## src/hdl/oahs_pkg.sv

```systemverilog
// shared types and constants for the open-address hash set
package oahs_pkg;

  localparam int KEY_W  = 64;
  localparam int BYTE_W = 8;
  localparam int SUM_W  = 11;  // byte sum of up to eight bytes fits below 2048

  typedef enum logic [1:0] {
    OP_INSERT = 2'd0,
    OP_DELETE = 2'd1,
    OP_MEMBER = 2'd2
  } opcode_t;

  typedef enum logic [1:0] {
    ST_EMPTY   = 2'd0,
    ST_USED    = 2'd1,
    ST_DELETED = 2'd2
  } slot_st_t;

  typedef enum logic [1:0] {
    S_CLEAR,
    S_IDLE,
    S_HASH,
    S_FIND
  } fsm_t;

endpackage

```

## src/hdl/oahs_hash.sv

```systemverilog
// key normalization and home slot reduction by reciprocal multiplication
module oahs_hash import oahs_pkg::*; #(
  parameter int TABLE_SLOTS = 64,
  parameter int KEY_BYTES   = 8
) (
  input  logic                           clk,
  input  logic                           rst_n,
  input  logic                           start,
  input  logic [KEY_W-1:0]               key_raw,
  output logic                           done,
  output logic [$clog2(TABLE_SLOTS)-1:0] home,
  output logic [KEY_W-1:0]               key_norm
);

  localparam int IDX_W  = $clog2(TABLE_SLOTS);
  localparam int TS_W   = $clog2(TABLE_SLOTS + 1);
  localparam int DIV_W  = SUM_W + TS_W;
  localparam int PROD_W = 2 * SUM_W;
  // floor of 2^SUM_W over the slot count, so the estimate is at most one below the quotient
  localparam int RECIP  = (1 << SUM_W) / TABLE_SLOTS;

  logic              run_r, run_nxt;
  logic              fin_r, fin_nxt;
  logic [SUM_W-1:0]  sum_r, sum_nxt;
  logic [SUM_W-1:0]  quo_r, quo_nxt;
  logic [KEY_W-1:0]  key_r, key_nxt;
  logic [KEY_W-1:0]  norm_key;
  logic [SUM_W-1:0]  norm_sum;
  logic [PROD_W-1:0] prod;
  logic [DIV_W-1:0]  back;
  logic [DIV_W-1:0]  rem_raw;
  logic [DIV_W-1:0]  rem_fix;

  // cut at first zero byte or after KEY_BYTES bytes
  always_comb begin
    logic       alive;
    logic [7:0] b;
    alive    = 1'b1;
    norm_key = '0;
    norm_sum = '0;
    for (int i = 0; i < KEY_W / BYTE_W; i++) begin
      b = key_raw[i*BYTE_W +: BYTE_W];
      if (i >= KEY_BYTES || b == 8'd0) alive = 1'b0;
      if (alive) begin
        norm_key[i*BYTE_W +: BYTE_W] = b;
        norm_sum = norm_sum + SUM_W'(b);
      end
    end
  end

  // quotient estimate from the sum held since start
  always_comb begin
    prod    = PROD_W'(sum_r) * PROD_W'(RECIP);
    quo_nxt = prod[PROD_W-1:SUM_W];
  end

  // remainder from the estimate, corrected at most once
  always_comb begin
    back    = DIV_W'(quo_r) * DIV_W'(TABLE_SLOTS);
    rem_raw = DIV_W'(sum_r) - back;
    rem_fix = (rem_raw >= DIV_W'(TABLE_SLOTS)) ? rem_raw - DIV_W'(TABLE_SLOTS) : rem_raw;
  end

  assign done     = fin_r;
  assign home     = rem_fix[IDX_W-1:0];
  assign key_norm = key_r;

  always_comb begin
    run_nxt = start;
    fin_nxt = run_r;
    sum_nxt = start ? norm_sum : sum_r;
    key_nxt = start ? norm_key : key_r;
  end

  always_ff @(posedge clk) begin
    if (!rst_n) begin
      run_r <= 1'b0;
      fin_r <= 1'b0;
    end else begin
      run_r <= run_nxt;
      fin_r <= fin_nxt;
    end
  end

  always_ff @(posedge clk) begin
    sum_r <= sum_nxt;
    quo_r <= quo_nxt;
    key_r <= key_nxt;
  end

endmodule
```

## config.mk

```make
export PLATFORM = sky130hd
export DESIGN_NAME = oahs_hash
export DESIGN_NICKNAME = d
export VERILOG_FILES = /design/src/hdl/oahs_pkg.sv /design/src/hdl/oahs_hash.sv
export SDC_FILE = /design/constraint.sdc
export NUM_CORES = 1
export LEC_CHECK = 0
export BUFFER_PORTS_ARGS = -buffer_cell sky130_fd_sc_hd__buf_2
export CAP_MARGIN = 5
export CORE_ASPECT_RATIO = 0.8
export CORE_MARGIN = 2
export CORE_UTILIZATION = 54
export CTS_BUF_LIST = sky130_fd_sc_hd__clkbuf_4 sky130_fd_sc_hd__clkbuf_8
export CTS_CLUSTER_DIAMETER = 120
export DETAILED_ROUTE_END_ITERATION = 8
export PLACE_DENSITY = 0.83
export SLEW_MARGIN = 20
export SYNTH_ARGS = -nofsm -noshare
export SYNTH_HDL_FRONTEND = slang
export SYNTH_SLANG_ARGS = --single-unit
```

## constraint.sdc

```tcl
create_clock -name clk -period 10.5 [get_ports clk]
set_input_delay 0 -clock clk [delete_from_list [all_inputs] [get_ports clk]]
set_output_delay 0 -clock clk [all_outputs]
set_load 0.02 [all_outputs]
```

Word-level counts from Yosys, hierarchy flattened
Index checks and enable logic that the tools add are counted.
W data, S select, Z words.
{"block": "totals", "reg_bits": 82, "inputBits": 67, "elab_cells": 47}
{"block": "classes", "add_sub_neg": 9, "order_cmp": 1, "n_mux": 17, "n_reduce_logical": 8}
{"op": "$add A11 B8 Y11", "n": 7}
{"op": "$mux W11", "n": 7}
{"op": "$logic_not A8 Y1", "n": 8}
{"op": "$ge A18 B7 Y1 const B", "n": 1}
{"op": "$sub A11 B11 Y12", "n": 1}
{"op": "$mux W1", "n": 8}
{"op": "$mux W8", "n": 1}
{"op": "$mux W6", "n": 1}
{"op": "$sub A6 B1 Y6 const B", "n": 1}

Logic depth before layout (Yosys ltp)
Gate-level depths: netlist of the first run.
{"block": "depth", "depth_word": 16, "depth_mapped": 39, "mapped_depth_nobuf": 38}

Worst setup path before layout of the first run
No wires, ideal clock.
{"block": "synth_path", "kind": "input to register", "start": "input port key_raw[12]", "end": "register sum_r[5], data pin", "setup_ns": 0.260, "t_arrival_ns": 7.014, "required_ns": 10.240, "path_slack_ns": 3.226, "stages": 34, "path_cell_list": "or4_4 > nor2_2 > a21oi_2 > clkbuf_1 > a22o_1 > ha_1 > fa_1 > nand2_1 > nand2_1 > inv_1 > fa_1 > a21oi_1 > a21bo_2 > fa_1 > mux2i_1 > o21ai_2 > inv_1 > fa_1 > or3_1 > nand2_1 > ha_1 > a21o_1 > a21oi_1 > xor2_1 > a21oi_1 > ha_1 > o21ai_1 > nor2_1 > mux2i_1 > a311oi_1 > xnor2_1 > xnor3_1 > mux2i_1 > xnor2_1"}
{"block": "synth_between", "elab_chain_cells": 15, "word_cells_on_any_way": 22}
{"item": "start: declaration", "line_no": "oahs_hash.sv:9", "source": "input logic [KEY_W-1:0] key_raw,"}
{"item": "parallel branches: the longest is 14 deep, another holds $add A11 B8 Y11"}
{"item": "$mux W11 (*)", "line_no": "oahs_hash.sv:44", "source": "if (alive) begin"}
{"item": "via norm_sum[5]", "line_no": "oahs_hash.sv:28", "source": "logic [SUM_W-1:0] norm_sum;"}
{"item": "end signal: assignment", "line_no": "oahs_hash.sv:86", "source": "sum_r <= sum_nxt;"}
{"item": "end: declaration", "line_no": "oahs_hash.sv:24", "source": "logic [SUM_W-1:0] sum_r, sum_nxt;"}
Mark *: on every way through the listed nets, which the timed path passes.
A chain may end at the register's enable or synchronous reset.

Worst setup path after layout of the first run
{"block": "layout_path", "start": "input port key_raw[11]", "end": "register sum_r[5], data pin"}
Same word-level chain as after synthesis.

==> impl_results.md, run 1 <==
* Run status: completed
* Max_slew headroom at 0.396
* Number of failing hold endpoints at the final stage at 0
* Final Cell Area at 6190 um^2
* Max rail drop VDD at 0.257 mV
* Overall die width at roughly 110 um
* Final-layout fill cell count at just over 600
* Number of flops mapped to enable cells by yosys at 70
* Largest net degree at the start of global routing at 72
* Area fraction in compound gates after synthesis at 0.124
* R2r endpoint: done$_SDFF_PN0_
* Die height at 87.5 um
* Number of violations of the max-capacitance limit at 0
* Area post-placement at 5450 um^2
* Iteration-0 DRC count of the detailed router at 241
* First-pass GRT wire length at 18,500 um
* Final period demand of the worst path at 8.47 ns
* Routability congestion estimate at 0.930
* CP Capture Type: flip-flop
* Share of synthesized flip-flops with an asynchronous set or reset at 0
* Buffers on Ports at 137
* Cell variety after synth at 52
* Cell family with the largest share of critical-path delay: adder cells
* H-tree levels at 3
* Instance count of the mapped netlist at 432
* Initial core utilization at 0.555
* Xor and xnor fraction of the mapped netlist area at 0.0550
* Largest cells by area after synthesis: edfxtp_1, ha_1, and2_1
* Antenna diode count at 0
* Detailed Place HPWL at 8370 um
* Worst path most repeated cell: fa_1
* Unrepaired setup endpoints after global routing: no
* R2R Path Start: fin_nxt$_SDFF_PN0_
* Achievable Freq at 118 MHz
* Fraction of the mapped netlist area in simple logic gates at 0.169
* Slowest cell on the critical path: dlygate4sd3_1
* Maximum count of clock buffers along a single path at 2
* Final-layout setup total negative slack at 0 ns
* Library cell occupying the most area in the post-synthesis netlist: edfxtp_1
* Worst setup path category: in -> reg
* I/O pin cnt at 138
* Element type at the critical path start: primary input
* Per-cell via count in the routed design at 5.53
* Number of warnings printed during yosys synthesis at 0
* Grt peak-use layer: met2
* Total power density per cell area at around 310 nW/um^2
* Maximum single-stage delay on the critical path at 0.55 ns
* Number of nets in the finished design at 718
* Crit path depth at 36
* Buf+Inv Stages, Crit Path at 5
* Count of pins over their slew limit at 0
* Detailed Routing Iterations Pass 1 at 5
* Arrival time at the worst endpoint at roughly 8.6 ns
* DRC errors left at 0
* Predominant post-synthesis flop cell: edfxtp_1
* Clock Skews at between 0.005 and 0.006 ns
* Met3 track demand over resource in global routing at 0.0696
* CTS tree: done
* Static Leakage at 2.83 nW
* Post-route antenna net violation count at 0
* Sequential cell area fraction in the yosys report at 0.455
* Global route overflow at 0
* Pin slew with the least headroom to its limit at 0.906 ns
* Clock latency reported for the late side of the worst-skew pair at 0.35 ns
* FF-to-FF path depth at 1
* Area added between synthesis and finish at 31.4%
* Beginning of the critical path: key_raw[11]
* Total standard cell area after synthesis at 4710 um^2
* Fraction of met2 tracks used by global routing at 0.427
* Worst setup path endpoint: sum_r[5]$_DFFE_PP_
* Root Driver: clkbuf_8
* Total track usage at 0.257
* Synthesized area divided by synthesized cell count at 10.9 um^2
* Worst min path class: in -> reg
* Register-to-register path setup slack at 9.94 ns
* Top-area cell type share of the netlist area at 0.446
* Synthesis-stage register bit count at 72
* Die Area at around 9500 um^2
* Syn nets at 541
* Hold path depth at 2
* Routed via count at 4,013
* Initial antenna violation count at 0
* Clock transition at the register clock pins on the worst setup and hold paths after CTS at 0.07 ns
* Total core area at 8480 um^2
* Main combinational cell family by area after synthesis: simple AND/OR/NAND/NOR gates
* Adder and majority cell fraction of the synthesized area at 0.123
* Final Total Pwr at slightly below 0.002 W
* Crit share post-route at 0.806
* Met1 Use GR at 0.334
* Proportion of layout cells with a drive suffix above 1 at 0.285
* Core Rows at 30
* Final routed wire length divided by cell count at 16.7 um
* Setup violators final at 0
* Share of the core filled with cells in the final layout at 0.729
* Via count of the first global-routing pass at ~3,800
* Number of CTS-inserted buffers at 9
* Post-CTS setup buffer count at 0
* Number of clock sinks at 72
* Required time reported for the critical path endpoint at 10.60 ns
* DRT Wirelength at 12,100 um
* Share of synthesized area spent on multiplexers at 0.0367
* Crit-path max FO at 22
[metal layers]
layer	up-vias	wire length (um)	share of wire
met5	-	0	0
met4	0	209	0.017
met3	22	938	0.078
met2	172	5800	0.48
met1	1897	5150	0.43
li1	1922	-	-
[placed cells by master (no fill, tap or decap), types with 5 or more instances in the layout]
master         count
a21o_1            14
a21oi_1           37
and2_1            35
and3_1            22
buf_2            137
clkbuf_8           9
dlygate4sd3_1     50
edfxtp_1          70
fa_1               7
ha_1              35
inv_1             19
mux2i_1           12
nand2_1           24
nand3_1            5
nor2_1            27
nor4_1            10
o21ai_0           10
o21bai_1           5
xnor2_1           17
xor2_1            10
[power by group]
part	switching, W	total, W	internal (W)	leakage, nW
registers	0.00000755	0.000388	0.000380	0.701
logic	0.000680	0.00128	0.000598	2.01
clock network	0.000108	0.000267	0.000160	0.121
[state kept, by name, summed over array words and instances, names as in the netlist]
register,flops
done,1
sum_r,6
key_norm,64
fin_nxt,1
[layout make-up]
type	count	area [um^2]	area share
multi-input cells	318	2390	0.387
flip-flops and latches	72	2140	0.346
repair buffers	189	1200	0.194
well taps	112	140	0.0227
clock buffers	10	131	0.0212
clock inverters	6	108	0.0174
inverters	19	71.3	0.0115
[worst min path at each step]
stage	slack, ns	from	to
floorplan	0.11	start	key_norm[0]$_SDFFCE_PP0P_
global placement	0.19	key_raw[7]	key_norm[7]$_SDFFCE_PP0P_
detailed placement	0.20	key_raw[6]	key_norm[6]$_SDFFCE_PP0P_
CTS	0.001	key_raw[58]	key_norm[58]$_SDFFCE_PN0P_
global route	0.02	key_raw[58]	key_norm[58]$_SDFFCE_PN0P_
finish	0.03	key_raw[58]	key_norm[58]$_SDFFCE_PN0P_
[cell usage after synthesis (all sizes together) (2+ instances only)]
| cell | count |
|---|---|
| edfxtp | 70 |
| a21oi | 40 |
| and2 | 35 |
| ha | 35 |
| nor2 | 28 |
| nand2 | 27 |
| and3 | 22 |
| clkbuf | 19 |
| inv | 19 |
| xnor2 | 17 |
| o21ai | 15 |
| a21o | 14 |
| nor4 | 14 |
| mux2i | 12 |
| xor2 | 10 |
| fa | 7 |
| nand3 | 5 |
| o21bai | 5 |
| a211oi | 4 |
| a31oi | 4 |
| buf | 4 |
| mux2 | 4 |
| nor3 | 4 |
| dfxtp | 2 |
| or4 | 2 |
[metrics by stage]
stage / setup WS [ns] / hold WS [ns] / std cells
after floorplan: 3.23 / 0.112 / 432
after global placement: 2.57 / 0.192 / 660
after detailed placement: 2.27 / 0.195 / 660
after CTS: 2.05 / 0.00113 / 726
after global routing: 1.52 / 0.0185 / 726
final: 2.03 / 0.0252 / 726
[kinds of logic after synthesis]
logic type / Yosys count
AOI/OAI and AO/OA: 92
xor gates and xnor gates: 28
adders and majority gates: 42
buffers and inverters: 42
DFF: 72
muxes: 16
and+or+nand+nor: 140
[repair_timing]
item	CTS	global route
gates resized for setup	0	0
hold endpoints to repair	51	0
hold buffers	50	0
No activity file was read; power rests on OpenSTA's default activity.
==> run 2: changes to the inputs <==
--- a/config.mk
+++ b/config.mk
@@ -9,11 +9,11 @@
 export CAP_MARGIN = 5
 export CORE_ASPECT_RATIO = 0.8
 export CORE_MARGIN = 2
-export CORE_UTILIZATION = 54
+export CORE_UTILIZATION = 49
 export CTS_BUF_LIST = sky130_fd_sc_hd__clkbuf_4 sky130_fd_sc_hd__clkbuf_8
 export CTS_CLUSTER_DIAMETER = 120
 export DETAILED_ROUTE_END_ITERATION = 8
-export PLACE_DENSITY = 0.83
+export PLACE_DENSITY = 0.79
 export SLEW_MARGIN = 20
 export SYNTH_ARGS = -nofsm -noshare
 export SYNTH_HDL_FRONTEND = slang
==> constraint.sdc (replaced) <==
create_clock -name clk -period 7.4 [get_ports clk]
set_input_delay 0 -clock clk [delete_from_list [all_inputs] [get_ports clk]]
set_output_delay 0 -clock clk [all_outputs]
set_load 0.02 [all_outputs]
==> run 2 against run 1 <==
Against the previous run:
- global-route usage decreased by 1.4 points
- non-clock buffer count increased by 38
- combinational power increased by 80%
- via count increased by 2.7%
- worst setup slack got worse by 1.8 ns
- sequential share of layout area decreased by 2.4 points
- register-to-register slack got worse by 3.1 ns
- core utilization decreased by 0.63 points
- final cell count increased by 5.6%
- sequential power increased by 42%
- critical path type unchanged
==> impl_results.md, run 2 (synthesis results as in run 1) <==
* I/O pin cnt at 138
* Clock Skews at 0.0000309 ns
* Number of clock sinks at 72
* Hold path depth at 2
* Largest net degree at the start of global routing at 72
* Most common library cell in the layout ignoring fill and taps: buf_2
* Endpoint with the worst hold slack: key_norm[60]$_SDFFCE_PN0P_
* Proportion of layout cells with a drive suffix above 1 at 0.371
* FF-to-FF path depth at 1
* Die height at 91.7 um
* Required time reported for the critical path endpoint at 7.52 ns
* Antenna diode count at 0
* Per-cell via count in the routed design at 5.38
* Maximum single-stage delay on the critical path at roughly 0.57 ns
* Final period demand of the worst path at 7.19 ns
* Root Driver: clkbuf_8
* Total track usage at 0.242
* Initial antenna violation count at 0
* Worst path most repeated cell: fa_1
* Iteration-0 DRC count of the detailed router at around 290
* Arrival time at the worst endpoint at 7.30 ns
* Final routed wire length divided by cell count at ~17 um
* First-pass GRT wire length at 19,700 um
* Element type at the critical path start: primary input
* H-tree levels at 3
* Max rail drop VDD at 0.375 mV
* Initial core utilization at 0.512
* DRC errors left at 0
* Max FFs per register at between 60 and 70
* Total placed cells including tap cells at between 600 and 700
* Routed via count at between 4,000 and 5,000
* Max_slew headroom at 0.402
* DRT Wirelength at between 10,000 and 15,000 um
* Worst min path class: in -> reg
* Hold_ws at 0.0196 ns
* Crit share post-route at 0.971
* R2R Path Start: fin_nxt$_SDFF_PN0_
* Detailed Place HPWL at 8860 um
* Number of CTS-inserted buffers at 9
* Area added between synthesis and finish at 41.1%
* Final Total Pwr at 0.00325 W
* Via count of the first global-routing pass at ~4,200
* Core Rows at 31
* Non-filler instance count after layout at around 770
* Most frequent cells in the layout: buf_2, edfxtp_1, dlygate4sd3_1
* Routability congestion estimate at 0.884
* Overall die width at 114 um
* Global route overflow at 0
* Setup violators final at 0
* Crit-path max FO at 4
* Post-route antenna net violation count at 0
* Pin slew with the least headroom to its limit at 0.897 ns
* Maximum count of clock buffers along a single path at 2
* Total core area at 9190 um^2
* Die Area at 10,400 um^2
* CP Capture Type: flip-flop
* Number of violations of the max-capacitance limit at 0
* Number of nets in the finished design at about 760
* Detailed Routing Iterations Pass 1 at 4
* Worst setup path category: in -> reg
* Share of the core filled with cells in the final layout at 0.723
* Register-to-register path setup slack at 6.87 ns
* Achievable Freq at around 140 MHz
* CTS tree: done
* Unrepaired setup endpoints after global routing: yes
* Final-layout fill cell count at 661
* Clock transition at the register clock pins on the worst setup and hold paths after CTS at 0.08 ns
* Run status: completed
* Clock latency reported for the late side of the worst-skew pair at between 0.3 and 0.4 ns
* Slowest cell on the critical path: fa_1
* Count of pins over their slew limit at 0
* Static Leakage at 3.03 nW
* Start point of the worst min-delay path: key_raw[60]
* Buffers on Ports at 137
* R2r endpoint: done$_SDFF_PN0_
* Number of failing hold endpoints at the final stage at 0
* Total power density per cell area at 488 nW/um^2
run 2: cell count changes in the layout (fill, tap and decap cells not counted), moves of 3 or more:
cell / delta
buf_2: -3
ha_1: -4
a21oi_2: +8
buf_4: +39
buf_6: +5
a21oi_1: -9
dlygate4sd3_1: -3
run 2: report_power, final:
| group | total (W) | internal (W) | switching, W |
|---|---|---|---|
| clock | 0.000393 | 0.000242 | 0.000151 |
| combinational | 0.00230 | 0.00120 | 0.00110 |
| sequential | 0.000551 | 0.000540 | 0.0000111 |
run 2: timing repair:
action | 4_1_cts | 5_1_grt
setup buffers | 0 | 12
gates resized for setup | 0 | 33
endpoints found under the setup margin | 0 | 1
endpoints found under the hold margin | 48 | 0
hold buffers | 47 | 0
run 2: worst max-delay path by stage:
| stage | from | end | slack [ns] | cells past startpoint |
|---|---|---|---|---|
| final | key_raw[10] | sum_r[5]$_DFFE_PP_ | 0.21 | 34 |
| after floorplan | key_raw[12] | sum_r[5]$_DFFE_PP_ | 0.13 | 34 |
| after global placement | key_raw[9] | sum_r[5]$_DFFE_PP_ | -0.11 | 34 |
| after global routing | key_raw[10] | sum_r[5]$_DFFE_PP_ | -0.12 | 35 |
| after detailed placement | key_raw[12] | sum_r[5]$_DFFE_PP_ | -0.36 | 34 |
| after CTS | key_raw[12] | sum_r[5]$_DFFE_PP_ | 0.04 | 34 |
run 2: layer usage:
| layer | wire length (um) | up-vias | part of all wire | GRT usage |
|---|---|---|---|---|
| met3 | 748 | 26 | 0.059 | 0.0522 |
| met4 | 276 | 0 | 0.022 | 0.0874 |
| met5 | 0 | - | 0 | 0 |
| met2 | 6070 | 154 | 0.48 | 0.402 |
| li1 | - | 1997 | - | - |
| met1 | 5630 | 1946 | 0.44 | 0.314 |
run 2: metrics by stage:
step	cell area [um^2]	TNS [ns]	setup WS [ns]
detailed placement	5670	-0.362	-0.362
global route	6650	-0.119	-0.119
CTS	6390	0	0.0351
global placement	5670	-0.109	-0.109
finish	6650	0	0.214
floorplan	4710	0	0.126
run 2: worst max-delay path, delay by kind of cell:
family	cells	cell delay, ns
AO/OA/AOI/OAI	8	1.43
XOR/XNOR	4	0.75
adder cells (fa/ha/maj)	7	3.13
buffers and inverters	4	0.34
multiplexers	4	0.45
AND/OR/NAND/NOR	7	1.18
run 2: area by class of cell:
cell class                      count  area, um^2  area share
Clock buffer                       11         151      0.0228
Tap cell                          115         144      0.0217
Clock inverter                      5         103      0.0154
Multi-Input combinational cell    318        2530       0.381
Inverter                           19        71.3      0.0107
Sequential cell                    72        2140       0.322
Timing Repair Buffer              227        1510       0.227
==> run 3: changes to the inputs <==
--- a/config.mk
+++ b/config.mk
@@ -14,6 +14,7 @@
 export CTS_CLUSTER_DIAMETER = 120
 export DETAILED_ROUTE_END_ITERATION = 8
 export PLACE_DENSITY = 0.79
+export RECOVER_POWER = 50
 export SLEW_MARGIN = 20
 export SYNTH_ARGS = -nofsm -noshare
 export SYNTH_HDL_FRONTEND = slang
==> run 3 against run 2 <==
Against the previous run:
- worst setup slack better by 0.0067 ns
- first-iteration DRC count unchanged
- routed wire length up 0.36%
- sequential cell count unchanged
- clock power about the same
- final cell count unchanged
- core utilization down 0.068 points
- global-route usage unchanged
- largest power group unchanged
==> impl_results.md, run 3 (synthesis results as in run 1) <==
* I/O pin cnt at between 100 and 150
* Final Cell Area at roughly 6600 um^2
* Via count of the first global-routing pass at 4,169
* Clock Skews at 0.0000309 ns
* Most frequent cells in the layout: buf_2, edfxtp_1, dlygate4sd3_1
* Worst path most repeated cell: fa_1
* Die Area at 10,400 um^2
* Max_slew headroom at 0.396
* H-tree levels at 3
* Switching portion of total power at 0.389
* Final-layout setup total negative slack at 0 ns
* Element type at the critical path start: primary input
* Detailed Place HPWL at 8860 um
* Total core area at about 9000 um^2
* CTS tree: done
* Area post-placement at 5670 um^2
* Proportion of layout cells with a drive suffix above 1 at 0.363
* Hold path depth at 2
* Max FFs per register at 64
* Overall die width at 114 um
* CP Capture Type: flip-flop
* Required time reported for the critical path endpoint at between 7 and 8 ns
* Count of pins over their slew limit at 0
* First-pass GRT wire length at 19,700 um
* P_sw at between 0.001 and 0.0015 W
* Unrepaired setup endpoints after global routing: yes
* Worst min path class: in -> reg
* Core Rows at 31
* Area added between synthesis and finish at 41.0%
* DRC errors left at 0
* Maximum single-stage delay on the critical path at 0.57 ns
* Number of violations of the max-capacitance limit at 0
* Worst setup path category: in -> reg
* Clock latency reported for the late side of the worst-skew pair at about 0.35 ns
* Clock Power Share at 0.121
* Arrival time at the worst endpoint at 7.30 ns
* Pin slew with the least headroom to its limit at 0.906 ns
* Initial antenna violation count at 0
* Achievable Freq at 139 MHz
* Buffers on Ports at 137
* Start point of the worst min-delay path: key_raw[59]
* Final routed wire length divided by cell count at 16.7 um
* Die height at slightly above 90 um
* Total track usage at 0.242
* Clock transition at the register clock pins on the worst setup and hold paths after CTS at 0.08 ns
* Initial core utilization at 0.512
* R2R Path Start: fin_nxt$_SDFF_PN0_
* Iteration-0 DRC count of the detailed router at between 200 and 300
* Slowest cell on the critical path: fa_1
* Global route overflow at 0
* Routability congestion estimate at ~0.88
* Largest net degree at the start of global routing at 72
* Run status: completed
* Per-cell via count in the routed design at around 5.4
* Number of clock sinks at 72
* DRT Wirelength at 12,800 um
* Final-layout fill cell count at approximately 670
* Crit-path max FO at 4
* Number of nets in the finished design at around 760
* Final period demand of the worst path at a little over 7 ns
* Total power density per cell area at 489 nW/um^2
* Final Total Pwr at 0.00325 W
* Detailed Routing Iterations Pass 1 at 4
* Reg power frac at 0.170
* Post-route antenna net violation count at 0
* Total placed cells including tap cells at around 700
* Static Leakage at 3.02 nW
* Register-to-register path setup slack at 6.87 ns
* Share of the core filled with cells in the final layout at 0.722
* Max rail drop VDD at 0.375 mV
* R2r endpoint: done$_SDFF_PN0_
* Root Driver: clkbuf_8
* Antenna diode count at 0
* FF-to-FF path depth at 1
* Number of CTS-inserted buffers at 9
* Maximum count of clock buffers along a single path at 2
* Power share of the combinational group at 0.709
* Routed via count at a little over 4,000
* Crit share post-route at 0.970
* Setup violators final at 0
* Non-filler instance count after layout at 767
* Endpoint with the worst hold slack: key_norm[59]$_SDFFCE_PN0P_
* Number of failing hold endpoints at the final stage at 0
* Total internal power at 0.00198 W
* Most common library cell in the layout ignoring fill and taps: buf_2
[run 3: worst max path at each step]
stage / from / endpoint / slack [ns] / cells past startpoint
after floorplan: key_raw[12] / sum_r[5]$_DFFE_PP_ / 0.13 / 34
after global placement: key_raw[9] / sum_r[5]$_DFFE_PP_ / -0.11 / 34
after detailed placement: key_raw[12] / sum_r[5]$_DFFE_PP_ / -0.36 / 34
after CTS: key_raw[12] / sum_r[5]$_DFFE_PP_ / 0.04 / 34
after global routing: key_raw[10] / sum_r[5]$_DFFE_PP_ / -0.12 / 35
final: key_raw[10] / sum_r[5]$_DFFE_PP_ / 0.22 / 34
[run 3: metal layers]
layer,track usage,wire (um)
met4,0.0874,280
met5,0,0
met3,0.0522,776
met2,0.402,6050
met1,0.314,5670
[run 3: area by class of cell]
type,instances,area (um^2),area share
Multi-Input combinational cell,318,2530,0.381
Sequential cell,72,2140,0.323
Timing Repair Buffer,227,1500,0.226
Clock buffer,11,151,0.0228
Tap cell,115,144,0.0217
Clock inverter,5,103,0.0155
Inverter,19,71.3,0.0107
[run 3: critical path: cells and delay by family]
| family | cells | cell delay, ns |
|---|---|---|
| buf+inv | 4 | 0.34 |
| xor+xnor | 4 | 0.76 |
| mux | 4 | 0.45 |
| fa+ha+maj | 7 | 3.13 |
| compound gates | 8 | 1.43 |
| simple gates | 7 | 1.18 |
[run 3: through the flow]
stage          setup WS [ns]  hold slack [ns]
6_report               0.221           0.0181
5_1_grt               -0.119           0.0159
4_1_cts               0.0351          0.00587
3_5_place_dp          -0.362            0.198
3_3_place_gp          -0.109            0.196
2_1_floorplan          0.126            0.112
[run 3: what timing repair did]
item	CTS	global route
endpoints found under the hold margin	48	0
setup endpoints to repair	0	1
buffers inserted	0	12
hold buffers	47	0
resized for setup	0	33
[run 3: power by group through the flow]
stage          registers, W  clock network, W  logic, W
2_1_floorplan      0.000621                 0   0.00132
3_3_place_gp       0.000558                 0   0.00193
3_5_place_dp       0.000560                 0   0.00198
4_1_cts            0.000551          0.000401   0.00201
5_1_grt            0.000554          0.000416   0.00252
6_report           0.000551          0.000394   0.00230
